==> src/hdl/mahd_pkg.sv <==
// Shared types, constants and lookup tables for the MPEG audio header decoder.
// Depends on nothing; all but the two interface files use it by scoped names.
`timescale 1ns / 1ps
`default_nettype none

package mahd_pkg;

	localparam logic [7:0] SYNC_BYTE   = 8'hFF;
	localparam logic [3:0] SYNC_NIBBLE = 4'hF;
	localparam logic [6:0] MPEG25_L3   = 7'h71;
	localparam logic [7:0] MATCH_B1    = 8'hFE;
	localparam logic [7:0] MATCH_B2    = 8'h0C;
	localparam logic [3:0] BAD_BRI     = 4'd15;
	localparam logic [1:0] BAD_SRI     = 2'd3;
	localparam logic [1:0] MONO_MODE   = 2'd3;
	localparam logic [1:0] LAYER_I     = 2'd3;
	localparam logic [1:0] SRI_44K1    = 2'd0;
	localparam logic [1:0] SRI_32K     = 2'd2;

	localparam logic [15:0] HZ_44K1 = 16'd44100;
	localparam logic [15:0] HZ_48K  = 16'd48000;
	localparam logic [15:0] HZ_32K  = 16'd32000;

	localparam logic [10:0] SAMPLES_L1  = 11'd384;
	localparam logic [10:0] SAMPLES_LSF = 11'd576;
	localparam logic [10:0] SAMPLES_STD = 11'd1152;

	localparam logic [2:0] PAD_L1    = 3'd4;
	localparam logic [2:0] PAD_OTHER = 3'd1;

	// Frame bytes = kbps * scale / divisor, with the divisor 1, 2 or 147.
	localparam logic [10:0] SCALE_44K1 = 11'd160;
	localparam logic [10:0] SCALE_32K  = 11'd3;

	localparam int          RECIP_SHIFT = 26;
	localparam int          X_W         = 20;
	localparam int          RECIP_W     = 27;
	localparam int          PROD_W      = X_W + RECIP_W;
	localparam logic [26:0] RECIP_ONE   = 27'd67108864;
	localparam logic [26:0] RECIP_TWO   = 27'd33554432;
	localparam logic [26:0] RECIP_147   = 27'd456523;

	typedef enum logic [1:0] {
		DIV_ONE,
		DIV_TWO,
		DIV_147
	} div_sel_t;

	typedef struct packed {
		logic        ok;
		logic        ref_match;
		logic        layer1;
		logic [8:0]  kbps;
		logic [15:0] hz;
		logic [10:0] samples;
		logic [2:0]  padding;
		logic [1:0]  chans;
		logic [1:0]  layer_num;
		logic [10:0] scale;
		div_sel_t    div_sel;
	} hdr_info_t;

	localparam logic [7:0] HALF_KBPS [2][3][15] = '{
		'{ '{8'd0, 8'd4, 8'd8, 8'd12, 8'd16, 8'd20, 8'd24, 8'd28,
		     8'd32, 8'd40, 8'd48, 8'd56, 8'd64, 8'd72, 8'd80},
		   '{8'd0, 8'd4, 8'd8, 8'd12, 8'd16, 8'd20, 8'd24, 8'd28,
		     8'd32, 8'd40, 8'd48, 8'd56, 8'd64, 8'd72, 8'd80},
		   '{8'd0, 8'd16, 8'd24, 8'd28, 8'd32, 8'd40, 8'd48, 8'd56,
		     8'd64, 8'd72, 8'd80, 8'd88, 8'd96, 8'd112, 8'd128} },
		'{ '{8'd0, 8'd16, 8'd20, 8'd24, 8'd28, 8'd32, 8'd40, 8'd48,
		     8'd56, 8'd64, 8'd80, 8'd96, 8'd112, 8'd128, 8'd160},
		   '{8'd0, 8'd16, 8'd24, 8'd28, 8'd32, 8'd40, 8'd48, 8'd56,
		     8'd64, 8'd80, 8'd96, 8'd112, 8'd128, 8'd160, 8'd192},
		   '{8'd0, 8'd16, 8'd32, 8'd48, 8'd64, 8'd80, 8'd96, 8'd112,
		     8'd128, 8'd144, 8'd160, 8'd176, 8'd192, 8'd208, 8'd224} }
	};

	function automatic logic [26:0] recip_of(input div_sel_t sel);
		logic [26:0] r;
		unique case (sel)
			DIV_ONE: r = RECIP_ONE;
			DIV_TWO: r = RECIP_TWO;
			DIV_147: r = RECIP_147;
			default: r = RECIP_ONE;
		endcase
		return r;
	endfunction

endpackage

`default_nettype wire

==> src/hdl/mahd_in_if.sv <==
// Input channel of the MPEG audio header decoder: valid/ready plus one header item.
// Depends on no other file.
`timescale 1ns / 1ps
`default_nettype none

interface mahd_in_if;
	logic        valid;
	logic        ready;
	logic [31:0] header_word;
	logic [31:0] reference_word;
	logic [11:0] free_len;

	modport source (output valid, output header_word, output reference_word,
		output free_len, input ready);
	modport sink (input valid, input header_word, input reference_word,
		input free_len, output ready);
endinterface

`default_nettype wire

==> src/hdl/mahd_out_if.sv <==
// Result channel of the MPEG audio header decoder: valid/ready plus one decoded item.
// Depends on no other file.
`timescale 1ns / 1ps
`default_nettype none

interface mahd_out_if;
	logic        valid;
	logic        ready;
	logic        header_ok;
	logic        matches_reference;
	logic [8:0]  bitrate_kbps;
	logic [15:0] sample_rate_hz;
	logic [10:0] samples_per_frame;
	logic [11:0] frame_length;
	logic [2:0]  padding_bytes;
	logic [1:0]  channel_count;
	logic [1:0]  layer_number;

	modport source (output valid, output header_ok, output matches_reference,
		output bitrate_kbps, output sample_rate_hz, output samples_per_frame,
		output frame_length, output padding_bytes, output channel_count,
		output layer_number, input ready);
	modport sink (input valid, input header_ok, input matches_reference,
		input bitrate_kbps, input sample_rate_hz, input samples_per_frame,
		input frame_length, input padding_bytes, input channel_count,
		input layer_number, output ready);
endinterface

`default_nettype wire

==> src/hdl/mahd_decode.sv <==
// Field decode of one header: legality, reference match, table lookups and divisor choice.
// Depends on mahd_pkg.
`timescale 1ns / 1ps
`default_nettype none

module mahd_decode (
	input  wire logic [31:0]       header_word,
	input  wire logic [31:0]       reference_word,
	output mahd_pkg::hdr_info_t    info
);

	logic [7:0]  b0, b1, b2, b3, rb1, rb2;
	logic [1:0]  layer, sri, shift, lay_idx;
	logic [3:0]  bri, bri_idx, mult;
	logic        mpeg1, not25, layer1, lsf_l3, ok;
	logic [15:0] base_hz;
	logic [10:0] scale;
	mahd_pkg::div_sel_t div_sel;

	always_comb begin
		b0  = header_word[31:24];
		b1  = header_word[23:16];
		b2  = header_word[15:8];
		b3  = header_word[7:0];
		rb1 = reference_word[23:16];
		rb2 = reference_word[15:8];

		layer  = b1[2:1];
		mpeg1  = b1[3];
		not25  = b1[4];
		bri    = b2[7:4];
		sri    = b2[3:2];
		layer1 = (layer == mahd_pkg::LAYER_I);
		// Layer III of MPEG-2 or 2.5 carries half as many samples.
		lsf_l3 = (b1[3:1] == 3'b001);

		ok = (b0 == mahd_pkg::SYNC_BYTE) &&
			((b1[7:4] == mahd_pkg::SYNC_NIBBLE) || (b1[7:1] == mahd_pkg::MPEG25_L3)) &&
			(layer != 2'd0) && (bri != mahd_pkg::BAD_BRI) && (sri != mahd_pkg::BAD_SRI);

		lay_idx = (layer == 2'd0) ? 2'd0 : layer - 2'd1;
		bri_idx = (bri == mahd_pkg::BAD_BRI) ? 4'd0 : bri;
		shift   = {1'b0, ~mpeg1} + {1'b0, ~not25};

		unique case (sri)
			mahd_pkg::SRI_44K1: base_hz = mahd_pkg::HZ_44K1;
			mahd_pkg::SRI_32K:  base_hz = mahd_pkg::HZ_32K;
			default:            base_hz = mahd_pkg::HZ_48K;
		endcase

		// Samples*125 over the actual rate, as a multiple of 48000 over the base rate.
		if (layer1) begin
			mult = 4'd1 << shift;
		end else if (lsf_l3) begin
			mult = 4'd3 << (shift - 2'd1);
		end else begin
			mult = 4'd3 << shift;
		end

		unique case (sri)
			mahd_pkg::SRI_44K1: begin
				scale   = 11'(mult) * mahd_pkg::SCALE_44K1;
				div_sel = mahd_pkg::DIV_147;
			end
			mahd_pkg::SRI_32K: begin
				scale   = 11'(mult) * mahd_pkg::SCALE_32K;
				div_sel = mahd_pkg::DIV_TWO;
			end
			default: begin
				scale   = 11'(mult);
				div_sel = mahd_pkg::DIV_ONE;
			end
		endcase

		info.ok      = ok;
		info.layer1  = ok && layer1;
		info.scale   = scale;
		info.div_sel = div_sel;
		info.ref_match = ok && (((rb1 ^ b1) & mahd_pkg::MATCH_B1) == 8'd0) &&
			(((rb2 ^ b2) & mahd_pkg::MATCH_B2) == 8'd0) &&
			((bri == 4'd0) == (rb2[7:4] == 4'd0));
		info.kbps    = ok ? {mahd_pkg::HALF_KBPS[mpeg1][lay_idx][bri_idx], 1'b0} : 9'd0;
		info.hz      = ok ? (base_hz >> shift) : 16'd0;
		info.samples = !ok ? 11'd0 : layer1 ? mahd_pkg::SAMPLES_L1 :
			lsf_l3 ? mahd_pkg::SAMPLES_LSF : mahd_pkg::SAMPLES_STD;
		info.padding = (!ok || !b2[1]) ? 3'd0 : layer1 ? mahd_pkg::PAD_L1 : mahd_pkg::PAD_OTHER;
		info.chans   = !ok ? 2'd0 : (b3[7:6] == mahd_pkg::MONO_MODE) ? 2'd1 : 2'd2;
		info.layer_num = ok ? 2'(3'd4 - {1'b0, layer}) : 2'd0;
	end

endmodule

`default_nettype wire

==> src/hdl/mahd_frame_len.sv <==
// Final frame length step: quotient extraction, Layer I slot alignment, free format fallback.
// Depends on mahd_pkg.
`timescale 1ns / 1ps
`default_nettype none

module mahd_frame_len (
	input  wire logic [mahd_pkg::PROD_W-1:0] prod,
	input  wire mahd_pkg::hdr_info_t         info,
	input  wire logic [11:0]                 free_len,
	output logic [11:0]                      frame_length
);

	logic [11:0] quot, aligned;

	always_comb begin
		// The quotient never exceeds twelve bits for a legal header.
		quot    = prod[mahd_pkg::RECIP_SHIFT +: 12];
		aligned = info.layer1 ? {quot[11:2], 2'b00} : quot;
		priority if (!info.ok) begin
			frame_length = 12'd0;
		end else if (aligned == 12'd0) begin
			frame_length = free_len;
		end else begin
			frame_length = aligned;
		end
	end

endmodule

`default_nettype wire

==> src/hdl/mpeg_audio_header_decoder.sv <==
// An accepted item passes stages one to three into the output register, stage four.
// Throughput: one item per cycle while not stalled; the two multipliers (kbps by scale,
// then by reciprocal) each own a stage, so the four-stage pipeline has no feedback loop.
// Each stage holds its item while the stage after it is full and stalled.
// Reset clears the stage valid bits only; payload registers are not reset.
// Depends on mahd_pkg, mahd_in_if, mahd_out_if, mahd_decode and mahd_frame_len.
`timescale 1ns / 1ps
`default_nettype none

module mpeg_audio_header_decoder (
	input  wire logic   clk,
	input  wire logic   arst_n,
	mahd_in_if.sink     header,
	mahd_out_if.source  result
);

	mahd_pkg::hdr_info_t info_dec, info_s1, info_s2, info_s3, info_s4;
	logic [11:0] ffs_s1, ffs_s2, ffs_s3, len_s4, len_next;
	logic [mahd_pkg::X_W-1:0]    x_s2;
	logic [mahd_pkg::PROD_W-1:0] prod_s3;
	logic v_s1, v_s2, v_s3, v_s4;
	logic adv1, adv2, adv3, adv4;

	// A stage may load when it is empty or its content moves on this cycle.
	assign adv4 = !v_s4 || result.ready;
	assign adv3 = !v_s3 || adv4;
	assign adv2 = !v_s2 || adv3;
	assign adv1 = !v_s1 || adv2;
	assign header.ready = adv1;

	mahd_decode u_decode (
		.header_word    (header.header_word),
		.reference_word (header.reference_word),
		.info           (info_dec)
	);

	mahd_frame_len u_frame_len (
		.prod         (prod_s3),
		.info         (info_s3),
		.free_len     (ffs_s3),
		.frame_length (len_next)
	);

	always_ff @(posedge clk or negedge arst_n) begin
		if (!arst_n) begin
			v_s1 <= 1'b0;
			v_s2 <= 1'b0;
			v_s3 <= 1'b0;
			v_s4 <= 1'b0;
		end else begin
			if (adv1) v_s1 <= header.valid;
			if (adv2) v_s2 <= v_s1;
			if (adv3) v_s3 <= v_s2;
			if (adv4) v_s4 <= v_s3;
		end
	end

	always_ff @(posedge clk) begin
		if (adv1) begin
			info_s1 <= info_dec;
			ffs_s1  <= header.free_len;
		end
		if (adv2) begin
			info_s2 <= info_s1;
			ffs_s2  <= ffs_s1;
			x_s2    <= mahd_pkg::X_W'(info_s1.kbps) * mahd_pkg::X_W'(info_s1.scale);
		end
		if (adv3) begin
			info_s3 <= info_s2;
			ffs_s3  <= ffs_s2;
			prod_s3 <= mahd_pkg::PROD_W'(x_s2) *
				mahd_pkg::PROD_W'(mahd_pkg::recip_of(info_s2.div_sel));
		end
		if (adv4) begin
			info_s4 <= info_s3;
			len_s4  <= len_next;
		end
	end

	assign result.valid             = v_s4;
	assign result.header_ok         = info_s4.ok;
	assign result.matches_reference = info_s4.ref_match;
	assign result.bitrate_kbps      = info_s4.kbps;
	assign result.sample_rate_hz    = info_s4.hz;
	assign result.samples_per_frame = info_s4.samples;
	assign result.frame_length      = len_s4;
	assign result.padding_bytes     = info_s4.padding;
	assign result.channel_count     = info_s4.chans;
	assign result.layer_number      = info_s4.layer_num;

	a_accept_fills_s1: assert property (@(posedge clk) disable iff (!arst_n)
		header.valid && header.ready |=> v_s1)
		else $error("accepted item did not reach the first stage");

	a_invalid_zero: assert property (@(posedge clk) disable iff (!arst_n)
		v_s4 && !info_s4.ok |-> (len_s4 == 12'd0) && (info_s4.kbps == 9'd0) &&
			(info_s4.hz == 16'd0) && !info_s4.ref_match)
		else $error("invalid header item carries non-zero results");

	a_ok_fields: assert property (@(posedge clk) disable iff (!arst_n)
		v_s4 && info_s4.ok |-> (info_s4.layer_num != 2'd0) && (info_s4.chans != 2'd0) &&
			(info_s4.hz != 16'd0))
		else $error("legal header item lost its layer, channels or rate");

	a_ok_samples: assert property (@(posedge clk) disable iff (!arst_n)
		v_s4 && info_s4.ok |-> (info_s4.samples == mahd_pkg::SAMPLES_L1) ||
			(info_s4.samples == mahd_pkg::SAMPLES_LSF) ||
			(info_s4.samples == mahd_pkg::SAMPLES_STD))
		else $error("samples per frame out of set");

	a_stall_holds_s3: assert property (@(posedge clk) disable iff (!arst_n)
		v_s3 && !adv3 |=> v_s3 && $stable(prod_s3))
		else $error("stalled stage three item was lost or changed");

endmodule

`default_nettype wire
==> src/flat_wrapper.sv <==
// flat-port wrapper written by rule: the top's interface ports become plain ports
module mpeg_audio_header_decoder_flat 
  (clk, arst_n, header_valid, header_header_word, header_reference_word, header_free_len, header_ready, result_valid, result_header_ok, result_matches_reference, result_bitrate_kbps, result_sample_rate_hz, result_samples_per_frame, result_frame_length, result_padding_bytes, result_channel_count, result_layer_number, result_ready);
  mahd_in_if header_i ();
  mahd_out_if result_i ();
  input  wire logic clk;
  input  wire logic arst_n;
  input wire logic [$bits(header_i.valid)-1:0] header_valid;
  input wire logic [$bits(header_i.header_word)-1:0] header_header_word;
  input wire logic [$bits(header_i.reference_word)-1:0] header_reference_word;
  input wire logic [$bits(header_i.free_len)-1:0] header_free_len;
  output wire logic [$bits(header_i.ready)-1:0] header_ready;
  output wire logic [$bits(result_i.valid)-1:0] result_valid;
  output wire logic [$bits(result_i.header_ok)-1:0] result_header_ok;
  output wire logic [$bits(result_i.matches_reference)-1:0] result_matches_reference;
  output wire logic [$bits(result_i.bitrate_kbps)-1:0] result_bitrate_kbps;
  output wire logic [$bits(result_i.sample_rate_hz)-1:0] result_sample_rate_hz;
  output wire logic [$bits(result_i.samples_per_frame)-1:0] result_samples_per_frame;
  output wire logic [$bits(result_i.frame_length)-1:0] result_frame_length;
  output wire logic [$bits(result_i.padding_bytes)-1:0] result_padding_bytes;
  output wire logic [$bits(result_i.channel_count)-1:0] result_channel_count;
  output wire logic [$bits(result_i.layer_number)-1:0] result_layer_number;
  input wire logic [$bits(result_i.ready)-1:0] result_ready;
  assign header_i.valid = header_valid;
  assign header_i.header_word = header_header_word;
  assign header_i.reference_word = header_reference_word;
  assign header_i.free_len = header_free_len;
  assign header_ready = header_i.ready;
  assign result_valid = result_i.valid;
  assign result_header_ok = result_i.header_ok;
  assign result_matches_reference = result_i.matches_reference;
  assign result_bitrate_kbps = result_i.bitrate_kbps;
  assign result_sample_rate_hz = result_i.sample_rate_hz;
  assign result_samples_per_frame = result_i.samples_per_frame;
  assign result_frame_length = result_i.frame_length;
  assign result_padding_bytes = result_i.padding_bytes;
  assign result_channel_count = result_i.channel_count;
  assign result_layer_number = result_i.layer_number;
  assign result_i.ready = result_ready;
  mpeg_audio_header_decoder u_core (.clk(clk), .arst_n(arst_n), .header(header_i), .result(result_i));
endmodule
==> config.mk <==
export PLATFORM = sky130hd
export DESIGN_NAME = mpeg_audio_header_decoder_flat
export DESIGN_NICKNAME = d
export VERILOG_FILES = /design/src/hdl/mahd_pkg.sv /design/src/hdl/mahd_in_if.sv /design/src/hdl/mahd_out_if.sv /design/src/hdl/mahd_decode.sv /design/src/hdl/mahd_frame_len.sv /design/src/hdl/mpeg_audio_header_decoder.sv /design/src/flat_wrapper.sv
export SDC_FILE = /design/constraint.sdc
export NUM_CORES = 1
export LEC_CHECK = 0
export ABC_AREA = 1
export BUFFER_PORTS_ARGS = -buffer_cell sky130_fd_sc_hd__buf_2
export CAP_MARGIN = 5
export CORE_ASPECT_RATIO = 2
export CORE_MARGIN = 4
export CORE_UTILIZATION = 61
export DETAILED_ROUTE_END_ITERATION = 10
export GPL_TIMING_DRIVEN = 0
export PLACE_DENSITY = 0.82
export SLEW_MARGIN = 30
export SYNTH_ARGS = -nofsm -noshare
export SYNTH_HDL_FRONTEND = slang
export SYNTH_SLANG_ARGS = --single-unit
==> constraint.sdc <==
create_clock -name clk -period 10.4 [get_ports clk]
set_input_delay 1.04 -clock clk [delete_from_list [all_inputs] [get_ports clk]]
set_output_delay 1.04 -clock clk [all_outputs]
set_load 0.03 [all_outputs]
==> flow_metrics.env, run 1 <==
export IMPL_cpMostUsedCell="fa_1"
export IMPL_rsz0062_at_grt="no"
export IMPL_fill_cells=2453
export IMPL_syn_area_per_cell_um2=9.935
export IMPL_critPathLaunch="u_core.info_s2[0]"
export IMPL_cts_repair_resized=0
export IMPL_num_rows=94
export IMPL_path_class="register to register"
export IMPL_relSlewSlack_pct=41.18
export IMPL_grt_pass1_wl_mm=80.16
export IMPL_synth_edf_count=231
export IMPL_reg2regPathDepth=23
export IMPL_cts_buffers=20
export IMPL_post_synth_num_cell_types=40
export IMPL_synthFlopType="edfxtp_1"
export IMPL_antenna_found_initial=1
export IMPL_ioPinCount=139
export IMPL_clk_pin_slew_ns=0.07
export IMPL_setup_viol=0
export IMPL_crit_arrival_ns=7.21
export IMPL_cp_cell_sequence="inv_1, ha_1, buf_2, clkbuf_1, nand2_1, inv_1, fa_1, fa_1, inv_1, fa_1, inv_1, fa_1, fa_1, fa_1, ha_1, ha_1, nand2_1, o21ai_0, nand2_1, a21oi_1, nor2_1, nand3_1, nand2_1"
export IMPL_grt_ovfl_total=0
export IMPL_place_congestion=0.9491
export IMPL_fmax_mhz=144.1
export IMPL_cts_max_level=1
export IMPL_die_h_um=265.2
export IMPL_die_w_um=136.6
export IMPL_cts_tree="yes"
export IMPL_numPortBuffers=100
export IMPL_status="complete, no violations"
export IMPL_drt_iter0_drc=756
export IMPL_vias=14160
export IMPL_crit_fanout=10
export IMPL_fin_nets=2741
export IMPL_drt_wl_total_mm=51.21
export IMPL_ys_warnings_count=0
export IMPL_max_stage_delay_ns=0.63
export IMPL_cts_max_path_buffers=3
export IMPL_drv_slew=0
export IMPL_stdcell_area_um2=22170
export IMPL_synth_area_um2=20180
export IMPL_layout_setup_ws_ns=3.462
export IMPL_grt_start_max_net_pins=53
export IMPL_wl_per_cell_um=19.36
export IMPL_cp_required_ns=10.67
export IMPL_synth_seq_area_share_pct=34.87
export IMPL_worstMarginPinSlew_ns=0.8730
export IMPL_regToRegEndpoint="u_core.prod_s3[32]"
export IMPL_dpl_instance_area_um2=21470
export IMPL_ant_nets=0
export IMPL_drive_gt1_share_pct=8.228
export IMPL_dieArea_um2=36230
export IMPL_worst_setup_path_end_kind="register"
export IMPL_synth_seq_cells=235
export IMPL_hold_viol=0
export IMPL_skew_ns=0.01671
export IMPL_clkLatencyLatePin_ns=0.51
export IMPL_cts_hold_buffers=0
export IMPL_cp_slowest_cell="fa_1"
export IMPL_fin_setup_tns_ns=0
export IMPL_grt_pass1_vias=15630
export IMPL_core_um2=32810
export IMPL_cts_sinks=235
export IMPL_utilization_pct=67.56
export IMPL_syn_instance_count=2031
export IMPL_grt_total_usage_pct=29.49
export IMPL_detailedPlacementHpwl_mm=42.20
export IMPL_root_buffer="clkbuf_16"
export IMPL_min_period_ns=6.938
export IMPL_rrSetupSlack_ns=3.46
export IMPL_initial_core_util_pct=61.49
export IMPL_postCtsSetupRepairBufs=0
export IMPL_r2r_start="u_core.info_s2[0]"
export IMPL_worst_setup_path_start_kind="register"
export IMPL_via_per_inst=5.353
export IMPL_hp_class="primary input to async pin"
export IMPL_place_ws_ns=3.461
export IMPL_firstDrtPassIters=7
export IMPL_cap_viol_max_count=0
export IMPL_drc=0
export IMPL_period_share_pct=66.71
export IMPL_async_reset_ff_share_pct=1.702
export IMPL_areaGrowthSynthToFinish_pct=9.859
logic make-up (layout without fill, tap and decap cells):
kind of cell | Yosys count | in the layout | synth area share, %
simple gates | 632 | 632 | 12.85
buf+inv | 534 | 673 | 10.26
fa+ha+maj | 463 | 463 | 37.23
flops | 235 | 235 | 34.87
compound gates | 139 | 139 | 3.621
xor+xnor | 26 | 26 | 1.129
other cells | 2 | 45 | 0.03722
worst max-delay path: cells and delay by family (launching register included):
kind                       cells  cell delay [ns]
AOI/OAI and AO/OA              2             0.59
adders and majority gates      9             4.00
buffers and inverters          6             1.05
DFF                            1             0.43
and+or+nand+nor                6             0.62
cells in the mapped netlist (2+ instances only):
cell type / n / area share [%]
dfrtp_1: 4 / 0.50
edfxtp_1: 231 / 34
o22ai_1: 3 / 0.093
o21ai_1: 12 / 0.30
xnor2_1: 14 / 0.61
conb_1: 2 / 0.037
xor2_1: 12 / 0.52
inv_1: 495 / 9.2
nand4_1: 17 / 0.53
nand3b_1: 2 / 0.074
fa_1: 229 / 23
buf_4: 12 / 0.45
nor2_4: 3 / 0.17
a21o_1: 3 / 0.11
inv_2: 5 / 0.093
nor2_2: 2 / 0.062
ha_1: 234 / 15
nand2_1: 400 / 7.4
nor4_1: 3 / 0.093
o21bai_1: 6 / 0.22
or2_2: 2 / 0.062
nor3_1: 12 / 0.30
nand2_2: 5 / 0.16
nor2_1: 123 / 2.3
a31oi_1: 2 / 0.062
o21ai_0: 44 / 1.1
nand3_1: 59 / 1.5
clkbuf_1: 10 / 0.19
a21oi_1: 67 / 1.7
buf_2: 8 / 0.20
area by class of cell:
cell class,instances,area [um2],area share [%]
clock inverters,12,178.9,0.8071
flip-flops and latches,235,7037,31.74
well taps,432,540.5,2.438
plain buffers,32,183.9,0.8297
repair buffers,103,575.6,2.596
diodes,1,2.502,0.01129
clock buffers,24,515.5,2.325
multi-input cells,1304,11240,50.70
inverters,502,1894,8.545
registers in the layout (all words and copies together) (netlist names), 4 cells and up:
signal,cells
u_core.info_s3,35
u_core.prod_s3,12
u_core.ffs_s1,12
u_core.info_s2,37
u_core.info_s1,48
u_core.result.frame_length,12
u_core.result.sample_rate_hz,16
u_core.ffs_s3,12
u_core.result.bitrate_kbps,6
u_core.ffs_s2,12
u_core.x_s2,17
u_core.result.samples_per_frame,4
stage by stage:
stage	cells	hold slack (ns)
3_5_place_dp	2608	0.4045
6_report	2645	0.3254
4_1_cts	2644	0.3133
3_3_place_gp	2605	0.4002
2_1_floorplan	2073	0.4003
5_1_grt	2645	0.3208
cell usage in the layout, fill, tap and decap left out, drive strengths merged:
master	n
nand2	405
clkinvlp	2
conb	44
inv	501
or2	3
nand3b	2
o21bai	6
fa	229
xnor2	14
o211ai	1
nor3	13
nor2	128
buf	124
a31oi	2
clkinv	7
nor4	3
edfxtp	231
nand4	18
bufinv	4
dfrtp	4
and3	1
a21oi	67
clkbuf	35
o21ai	57
o22ai	3
a21o	3
ha	234
diode	1
xor2	12
nand3	59
worst max path at each step:
stage	to	cells past startpoint
2_1_floorplan	header_ready	6
5_1_grt	u_core.prod_s3[34]	27
4_1_cts	u_core.prod_s3[32]	23
3_3_place_gp	header_ready	8
3_5_place_dp	u_core.prod_s3[32]	23
6_report	u_core.prod_s3[32]	23
per-layer routing:
metal  vias up  part of all wire, %  global-route usage [%]
met4         0                   12                   26.07
li1       6609                    -                       -
met1      6765                   29                   25.22
met2       506                   56                   56.72
met5         -                    0                       0
met3       278                  3.6                   3.501
Power of run 1 is left out: the tool's default activity adds up to more than one toggle a clock period on the data nets, which glitch-free logic cannot reach.
==> run 2: changes to the inputs <==
--- a/config.mk
+++ b/config.mk
@@ -5,7 +5,7 @@
 export SDC_FILE = /design/constraint.sdc
 export NUM_CORES = 1
 export LEC_CHECK = 0
-export ABC_AREA = 1
+export ABC_AREA = 0
 export BUFFER_PORTS_ARGS = -buffer_cell sky130_fd_sc_hd__buf_2
 export CAP_MARGIN = 5
 export CORE_ASPECT_RATIO = 2
@@ -13,7 +13,7 @@
 export CORE_UTILIZATION = 61
 export DETAILED_ROUTE_END_ITERATION = 10
 export GPL_TIMING_DRIVEN = 0
-export PLACE_DENSITY = 0.82
+export PLACE_DENSITY = 0.83
 export SLEW_MARGIN = 30
 export SYNTH_ARGS = -nofsm -noshare
 export SYNTH_HDL_FRONTEND = slang
==> constraint.sdc (replaced) <==
create_clock -name clk -period 7 [get_ports clk]
set_input_delay 0.7 -clock clk [delete_from_list [all_inputs] [get_ports clk]]
set_output_delay 0.7 -clock clk [all_outputs]
set_load 0.03 [all_outputs]
==> run 2 against run 1 <==
Critical path type unchanged; fmax increased by 1.7%; synthesized cell count decreased by 22%; design area down 3.9%; largest cell class unchanged.
==> flow_metrics.env, run 2 <==
export IMPL_cp_cell_sequence="inv_1, ha_2, buf_4, buf_4, nand2_2, inv_2, fa_2, inv_1, fa_1, fa_1, inv_1, fa_1, fa_1, fa_1, ha_1, ha_1, and3_1, nand4_1, a2bb2oi_1, a21oi_4, a31oi_4, and3_1, or3_1"
export IMPL_utilization_pct=69.03
export IMPL_largest_reg_flops=48
export IMPL_netlist_area_leader_share_pct=36.29
export IMPL_crit_arrival_ns=7.08
export IMPL_relSlewSlack_pct=48.76
export IMPL_post_synth_num_cell_types=62
export IMPL_core_um2=30860
export IMPL_die_h_um=258.3
export IMPL_cp_required_ns=7.26
export IMPL_grt_total_usage_pct=27.59
export IMPL_yosys_top_cells_count="inv_1, ha_1, edfxtp_1"
export IMPL_yosys_area_top_type="edfxtp_1"
export IMPL_ant_nets=0
export IMPL_drive_gt1_share_pct=11.85
export IMPL_num_rows=91
export IMPL_vias=12230
export IMPL_max_stage_delay_ns=0.65
export IMPL_fin_nets=2300
export IMPL_async_reset_ff_share_pct=1.702
export IMPL_syn_area_per_cell_um2=12.13
export IMPL_areaGrowthSynthToFinish_pct=11.44
export IMPL_worst_setup_path_end_kind="register"
export IMPL_drt_iter0_drc=633
export IMPL_use_met3_pct=2.797
export IMPL_ys_warnings_count=0
export IMPL_place_congestion=0.9667
export IMPL_cap_viol_max_count=0
export IMPL_hold_viol=0
export IMPL_die_w_um=133.2
export IMPL_synth_area_um2=19110
export IMPL_skew_ns=0.01010
export IMPL_firstDrtPassIters=5
export IMPL_synth_area_leaders="edfxtp_1, fa_1, ha_1"
export IMPL_path_buf_inv=6
export IMPL_clkLatencyLatePin_ns=0.52
export IMPL_initial_core_util_pct=61.95
export IMPL_drv_slew=0
export IMPL_drc=0
export IMPL_setup_viol=0
export IMPL_grt_pass1_vias=13880
export IMPL_grt_ovfl_total=0
export IMPL_synth_seq_cells=235
export IMPL_dieArea_um2=34400
export IMPL_root_buffer="clkbuf_16"
export IMPL_period_share_pct=97.45
export IMPL_p_per_area_nw_per_um2=422.3
export IMPL_cts_buffers=21
export IMPL_largest_register="u_core.info_s1"
export IMPL_via_per_inst=5.586
export IMPL_worst_setup_path_start_kind="register"
export IMPL_cts_max_level=1
export IMPL_crit_fanout=10
export IMPL_crit_family="adder cells"
export IMPL_ioPinCount=139
export IMPL_clk_pin_slew_ns=0.07
export IMPL_synth_most_common_cell="inv_1"
export IMPL_cts_max_path_buffers=3
export IMPL_cp_slowest_cell="fa_2"
export IMPL_status="complete, no violations"
export IMPL_cpMostUsedCell="fa_1"
export IMPL_antenna_found_initial=0
export IMPL_rsz0062_at_grt="yes"
export IMPL_grt_start_max_net_pins=45
export IMPL_synth_edf_count=231
export IMPL_p_leak_uw=0.01037
export IMPL_path_class="register to register"
export IMPL_met2_usage_pct=55.09
export IMPL_cts_sinks=235
export IMPL_synthFlopType="edfxtp_1"
export IMPL_worstMarginPinSlew_ns=0.7686
export IMPL_cts_tree="yes"
export IMPL_largestRegisters="u_core.info_s1 x48, u_core.info_s2 x37, u_core.info_s3 x35"
export IMPL_syn_instance_count=1576
export IMPL_layout_commonest_cell="inv_1"
export IMPL_numPortBuffers=100
export IMPL_final_cell_mix="inv_1, edfxtp_1, ha_1"
export IMPL_met1_usage_pct=25.83
export IMPL_layout_setup_ws_ns=0.1782
export IMPL_peakVddDrop_mv=0.5755
export IMPL_busiest_layer="met2"
export IMPL_n_antenna_cell=0
export IMPL_wl_per_cell_um=20.92
export IMPL_min_period_ns=6.822
export IMPL_drt_wl_total_mm=45.81
export IMPL_place_ws_ns=-0.7482
export IMPL_hp_class="primary input to register"
export IMPL_detailedPlacementHpwl_mm=36.90
export IMPL_fmax_mhz=146.6
export IMPL_synth_seq_area_share_pct=36.81
export IMPL_grt_pass1_wl_mm=73.04
## run 2: timing repair
action	in CTS	in global routing
setup endpoints to repair	12	10
hold endpoints to repair	4	0
pin swaps	4	11
resized for setup	13	20
buffers inserted	2	4
cloned	0	0
hold buffers	1	0
## run 2: cell type report
class,instances,area [um2]
clock inverter,14,118.9
sequential,235,7037
inverter,305,1145
buffer,45,225.2
multi-input combinational,1033,10990
timing repair buffer,116,715.7
tap,418,523.0
fill,2114,9555
clock buffer,24,546.8
## run 2: power by group
part,leakage (uW),total (uW),switching (uW),internal (uW)
Combinational,0.00752,5790,3340,2450
Clock,0.000320,1130,521,609
Sequential,0.00253,2070,135,1940
Total,0.0104,8990,4000,5000
## run 2: final timing paths
check / startpoint / slack [ns] / endpoint / depth (start not counted)
min: header_free_len[4] / 0.36 / u_core.ffs_s1[4] / 1
max: u_core.info_s2[0] / 0.18 / u_core.prod_s3[34] / 23
max reg2reg: u_core.info_s2[0] / 0.18 / u_core.prod_s3[34] / 23
min reg2reg: u_core.info_s2[31] / 0.41 / u_core.info_s3[31] / 0
max in group asynchronous: arst_n / 6.31 / u_core.v_s2 / 2
min in group asynchronous: arst_n / 0.55 / u_core.v_s3 / 2
## run 2: cells by family after synthesis
logic type	Yosys count	synth area share (%)
DFF	235	36.81
xor gates and xnor gates	53	2.429
muxes	5	0.2815
other	2	0.03929
adders and majority gates	463	39.30
buffers and inverters	350	7.128
AOI/OAI and AO/OA	163	5.682
and+or+nand+nor	305	8.326
## run 2: per-stage QoR
stage | hold WS, ns | setup TNS (ns) | instance area [um2] | std cells | power, uW
after CTS | 0.3357 | 0 | 21210 | 2186 | 8922
after global placement | 0.4007 | -6.767 | 20300 | 2136 | 7412
after global routing | 0.3329 | -0.1199 | 21300 | 2190 | 9877
after floorplan | 0.4003 | 0 | 19270 | 1618 | 6009
final | 0.3553 | 0 | 21300 | 2190 | 8994
after detailed placement | 0.4045 | -7.407 | 20460 | 2145 | 7603
## run 2: metal layers
metal	share of wire, %	up-vias	wire, um
met5	0	-	0
met4	8.0	0	3677
met3	3.8	185	1758
met2	59	457	26820
met1	30	6049	13560
li1	-	5542	-
## run 2: worst reg2reg max path: stages, from the launching register on
cell and delay, ns:
edfxtp_1 0.37, inv_1 0.07, ha_2 0.22, buf_4 0.17, buf_4 0.17, nand2_2 0.10
inv_2 0.10, fa_2 0.66, inv_1 0.08, fa_1 0.46, fa_1 0.55, inv_1 0.07
fa_1 0.57, fa_1 0.43, fa_1 0.47, ha_1 0.29, ha_1 0.30, and3_1 0.18
nand4_1 0.20, a2bb2oi_1 0.22, a21oi_4 0.23, a31oi_4 0.12, and3_1 0.17, or3_1 0.37
No activity file was read; power rests on OpenSTA's default activity.
==> run 3: changes to the inputs <==
--- a/config.mk
+++ b/config.mk
@@ -13,8 +13,9 @@
 export CORE_UTILIZATION = 61
 export DETAILED_ROUTE_END_ITERATION = 10
 export GPL_TIMING_DRIVEN = 0
-export PLACE_DENSITY = 0.83
+export PLACE_DENSITY = 0.82
 export SLEW_MARGIN = 30
 export SYNTH_ARGS = -nofsm -noshare
 export SYNTH_HDL_FRONTEND = slang
+export SYNTH_HIERARCHICAL = 1
 export SYNTH_SLANG_ARGS = --single-unit
==> run 3 against run 2 <==
Combinational power is 4.1% lower; via count rose by 20%; first-iteration DRC count rose by 12%; wire length grew 21%; total power up 2.9%; critical endpoint is now u_core/prod_s3[36].
==> flow_metrics.env, run 3 <==
export IMPL_antenna_found_initial=1
export IMPL_root_buffer="clkbuf_16"
export IMPL_numPortBuffers=109
export IMPL_dieArea_um2=39980
export IMPL_drc=0
export IMPL_setup_viol=0
export IMPL_ant_nets=0
export IMPL_skew_ns=0.01056
export IMPL_die_w_um=143.4
export IMPL_period_share_pct=98.39
export IMPL_firstDrtPassIters=6
export IMPL_status="complete, no violations"
export IMPL_multi_input_area_um2=12340
export IMPL_crit_family="adder cells"
export IMPL_fin_nets=2662
export IMPL_initial_core_util_pct=61.41
export IMPL_rsz0062_at_grt="yes"
export IMPL_syn_area_per_cell_um2=11.73
export IMPL_grt_pass1_wl_mm=87.32
export IMPL_detailedPlacementHpwl_mm=44.47
export IMPL_path_buf_inv=6
export IMPL_drv_slew=0
export IMPL_path_class="register to register"
export IMPL_drive_gt1_share_pct=14.49
export IMPL_core_um2=36420
export IMPL_crit_fanout=5
export IMPL_cap_viol_max_count=0
export IMPL_clk_pin_slew_ns=0.07
export IMPL_relSlewSlack_pct=42.93
export IMPL_cp_cell_sequence="inv_2, ha_4, clkbuf_16, and2_4, fa_2, fa_2, fa_1, inv_1, fa_1, fa_1, inv_2, fa_1, inv_2, fa_1, inv_2, ha_4, nand2_4, o21ai_2, nor2_1, o31a_1, or4_4, o211ai_1, a21oi_2, xnor2_1"
export IMPL_grt_ovfl_total=0
export IMPL_hold_viol=0
export IMPL_final_cell_mix="inv_1, edfxtp_1, fa_1"
export IMPL_layout_commonest_cell="inv_1"
export IMPL_largestRegisters="u_core/info_s1 x59, u_core/info_s2 x48, u_core/info_s3 x46"
export IMPL_critical_path_depth=24
export IMPL_wl_per_cell_um=21.71
export IMPL_die_h_um=278.8
export IMPL_grt_start_max_net_pins=44
export IMPL_cpMostUsedCell="fa_1"
export IMPL_drt_wl_total_mm=55.41
export IMPL_vias=14660
export IMPL_via_per_inst=5.744
export IMPL_p_per_area_nw_per_um2=371.8
export IMPL_min_period_ns=6.888
export IMPL_holdPathStages=1
export IMPL_fill_cells=2534
export IMPL_worst_setup_path_start_kind="register"
export IMPL_worstMarginPinSlew_ns=0.8470
export IMPL_num_rows=99
export IMPL_peakVddDrop_mv=0.4531
export IMPL_cts_buffers=24
export IMPL_grt_pass1_vias=16560
export IMPL_reg2regPathDepth=24
export IMPL_hp_class="primary input to register"
export IMPL_layout_setup_ws_ns=0.1125
export IMPL_whs_ns=0.3466
export IMPL_areaGrowthSynthToFinish_pct=11.36
export IMPL_ys_warnings_count=6
export IMPL_fmax_mhz=145.2
export IMPL_p_leak_uw=0.01202
export IMPL_grt_total_usage_pct=28.77
export IMPL_syn_instance_count=1906
export IMPL_cts_tree="yes"
export IMPL_drt_iter0_drc=709
export IMPL_cts_sinks=282
export IMPL_place_congestion=0.9703
export IMPL_clkLatencyLatePin_ns=0.53
export IMPL_crit_arrival_ns=7.17
export IMPL_synth_area_um2=22360
export IMPL_largest_reg_flops=59
export IMPL_largest_register="u_core/info_s1"
export IMPL_seq_area_um2=8448
export IMPL_ioPinCount=139
export IMPL_cts_max_level=1
export IMPL_max_stage_delay_ns=0.65
export IMPL_cp_slowest_cell="fa_2"
export IMPL_cts_max_path_buffers=3
export IMPL_total_power_uw=9260
export IMPL_cp_required_ns=7.28
export IMPL_place_ws_ns=-1.008
export IMPL_worst_setup_path_end_kind="register"
run 3: path summary, 6_finish.rpt:
| kind | from | endpoint | slack (ns) |
|---|---|---|---|
| worst min-delay path | header_free_len[10] | u_core/ffs_s1[10] | 0.35 |
| worst max register to register | u_core/info_s2[0] | u_core/prod_s3[36] | 0.11 |
| worst min register to register | u_core/info_s2[54] | u_core/info_s3[54] | 0.41 |
| min in group asynchronous | arst_n | u_core/result.valid | 0.52 |
| worst max-delay path | u_core/info_s2[0] | u_core/prod_s3[36] | 0.11 |
| max in group asynchronous | arst_n | u_core/v_s3 | 6.36 |
run 3: report_power, final:
group	total, uW	internal (uW)	switching [uW]
Combinational	5550	2130	3420
Clock	1320	718	599
Sequential	2390	2260	133
run 3: per-layer routing:
metal	GRT usage, %	routed length [um]	vias up
li1	-	-	6580
met1	25.95	15930	7217
met2	54.44	31210	593
met3	3.359	2210	274
met4	24.24	6060	0
met5	0	0	-
run 3: stage by stage:
| step | instances | instance area, um2 | TNS, ns | util, % |
|---|---|---|---|---|
| floorplan | 1915 | 22400 | 0 | - |
| global placement | 2478 | 23510 | -7.358 | 64.56 |
| detailed placement | 2487 | 23650 | -8.350 | 64.94 |
| CTS | 2543 | 24670 | 0 | 67.75 |
| global route | 2553 | 24900 | -0.1269 | 68.38 |
| finish | 2553 | 24900 | 0 | 68.38 |
run 3: cell type report:
class	instances	share of cell area [%]
inverter	384	5.838
timing repair buffer	146	3.537
buffer	73	1.748
sequential	282	33.92
clock buffer	29	2.487
clock inverter	15	0.6079
multi-input combinational	1169	49.57
antenna	1	0.01005
tap	454	2.281
run 3: worst reg2reg max path, delay by kind of cell (launching register included):
family | cells | cell delay, ns
AOI/OAI and AO/OA | 4 | 0.80
buffers and inverters | 6 | 0.52
DFF | 1 | 0.39
adders and majority gates | 9 | 4.07
xor gates and xnor gates | 1 | 0.13
and+or+nand+nor | 4 | 0.73
run 3: what timing repair did:
item,in CTS,in global routing
gates cloned,1,0
hold endpoints to repair,4,0
setup buffers,13,13
hold buffers,1,0
pin swaps,18,33
endpoints found under the setup margin,12,10
resized for setup,49,40
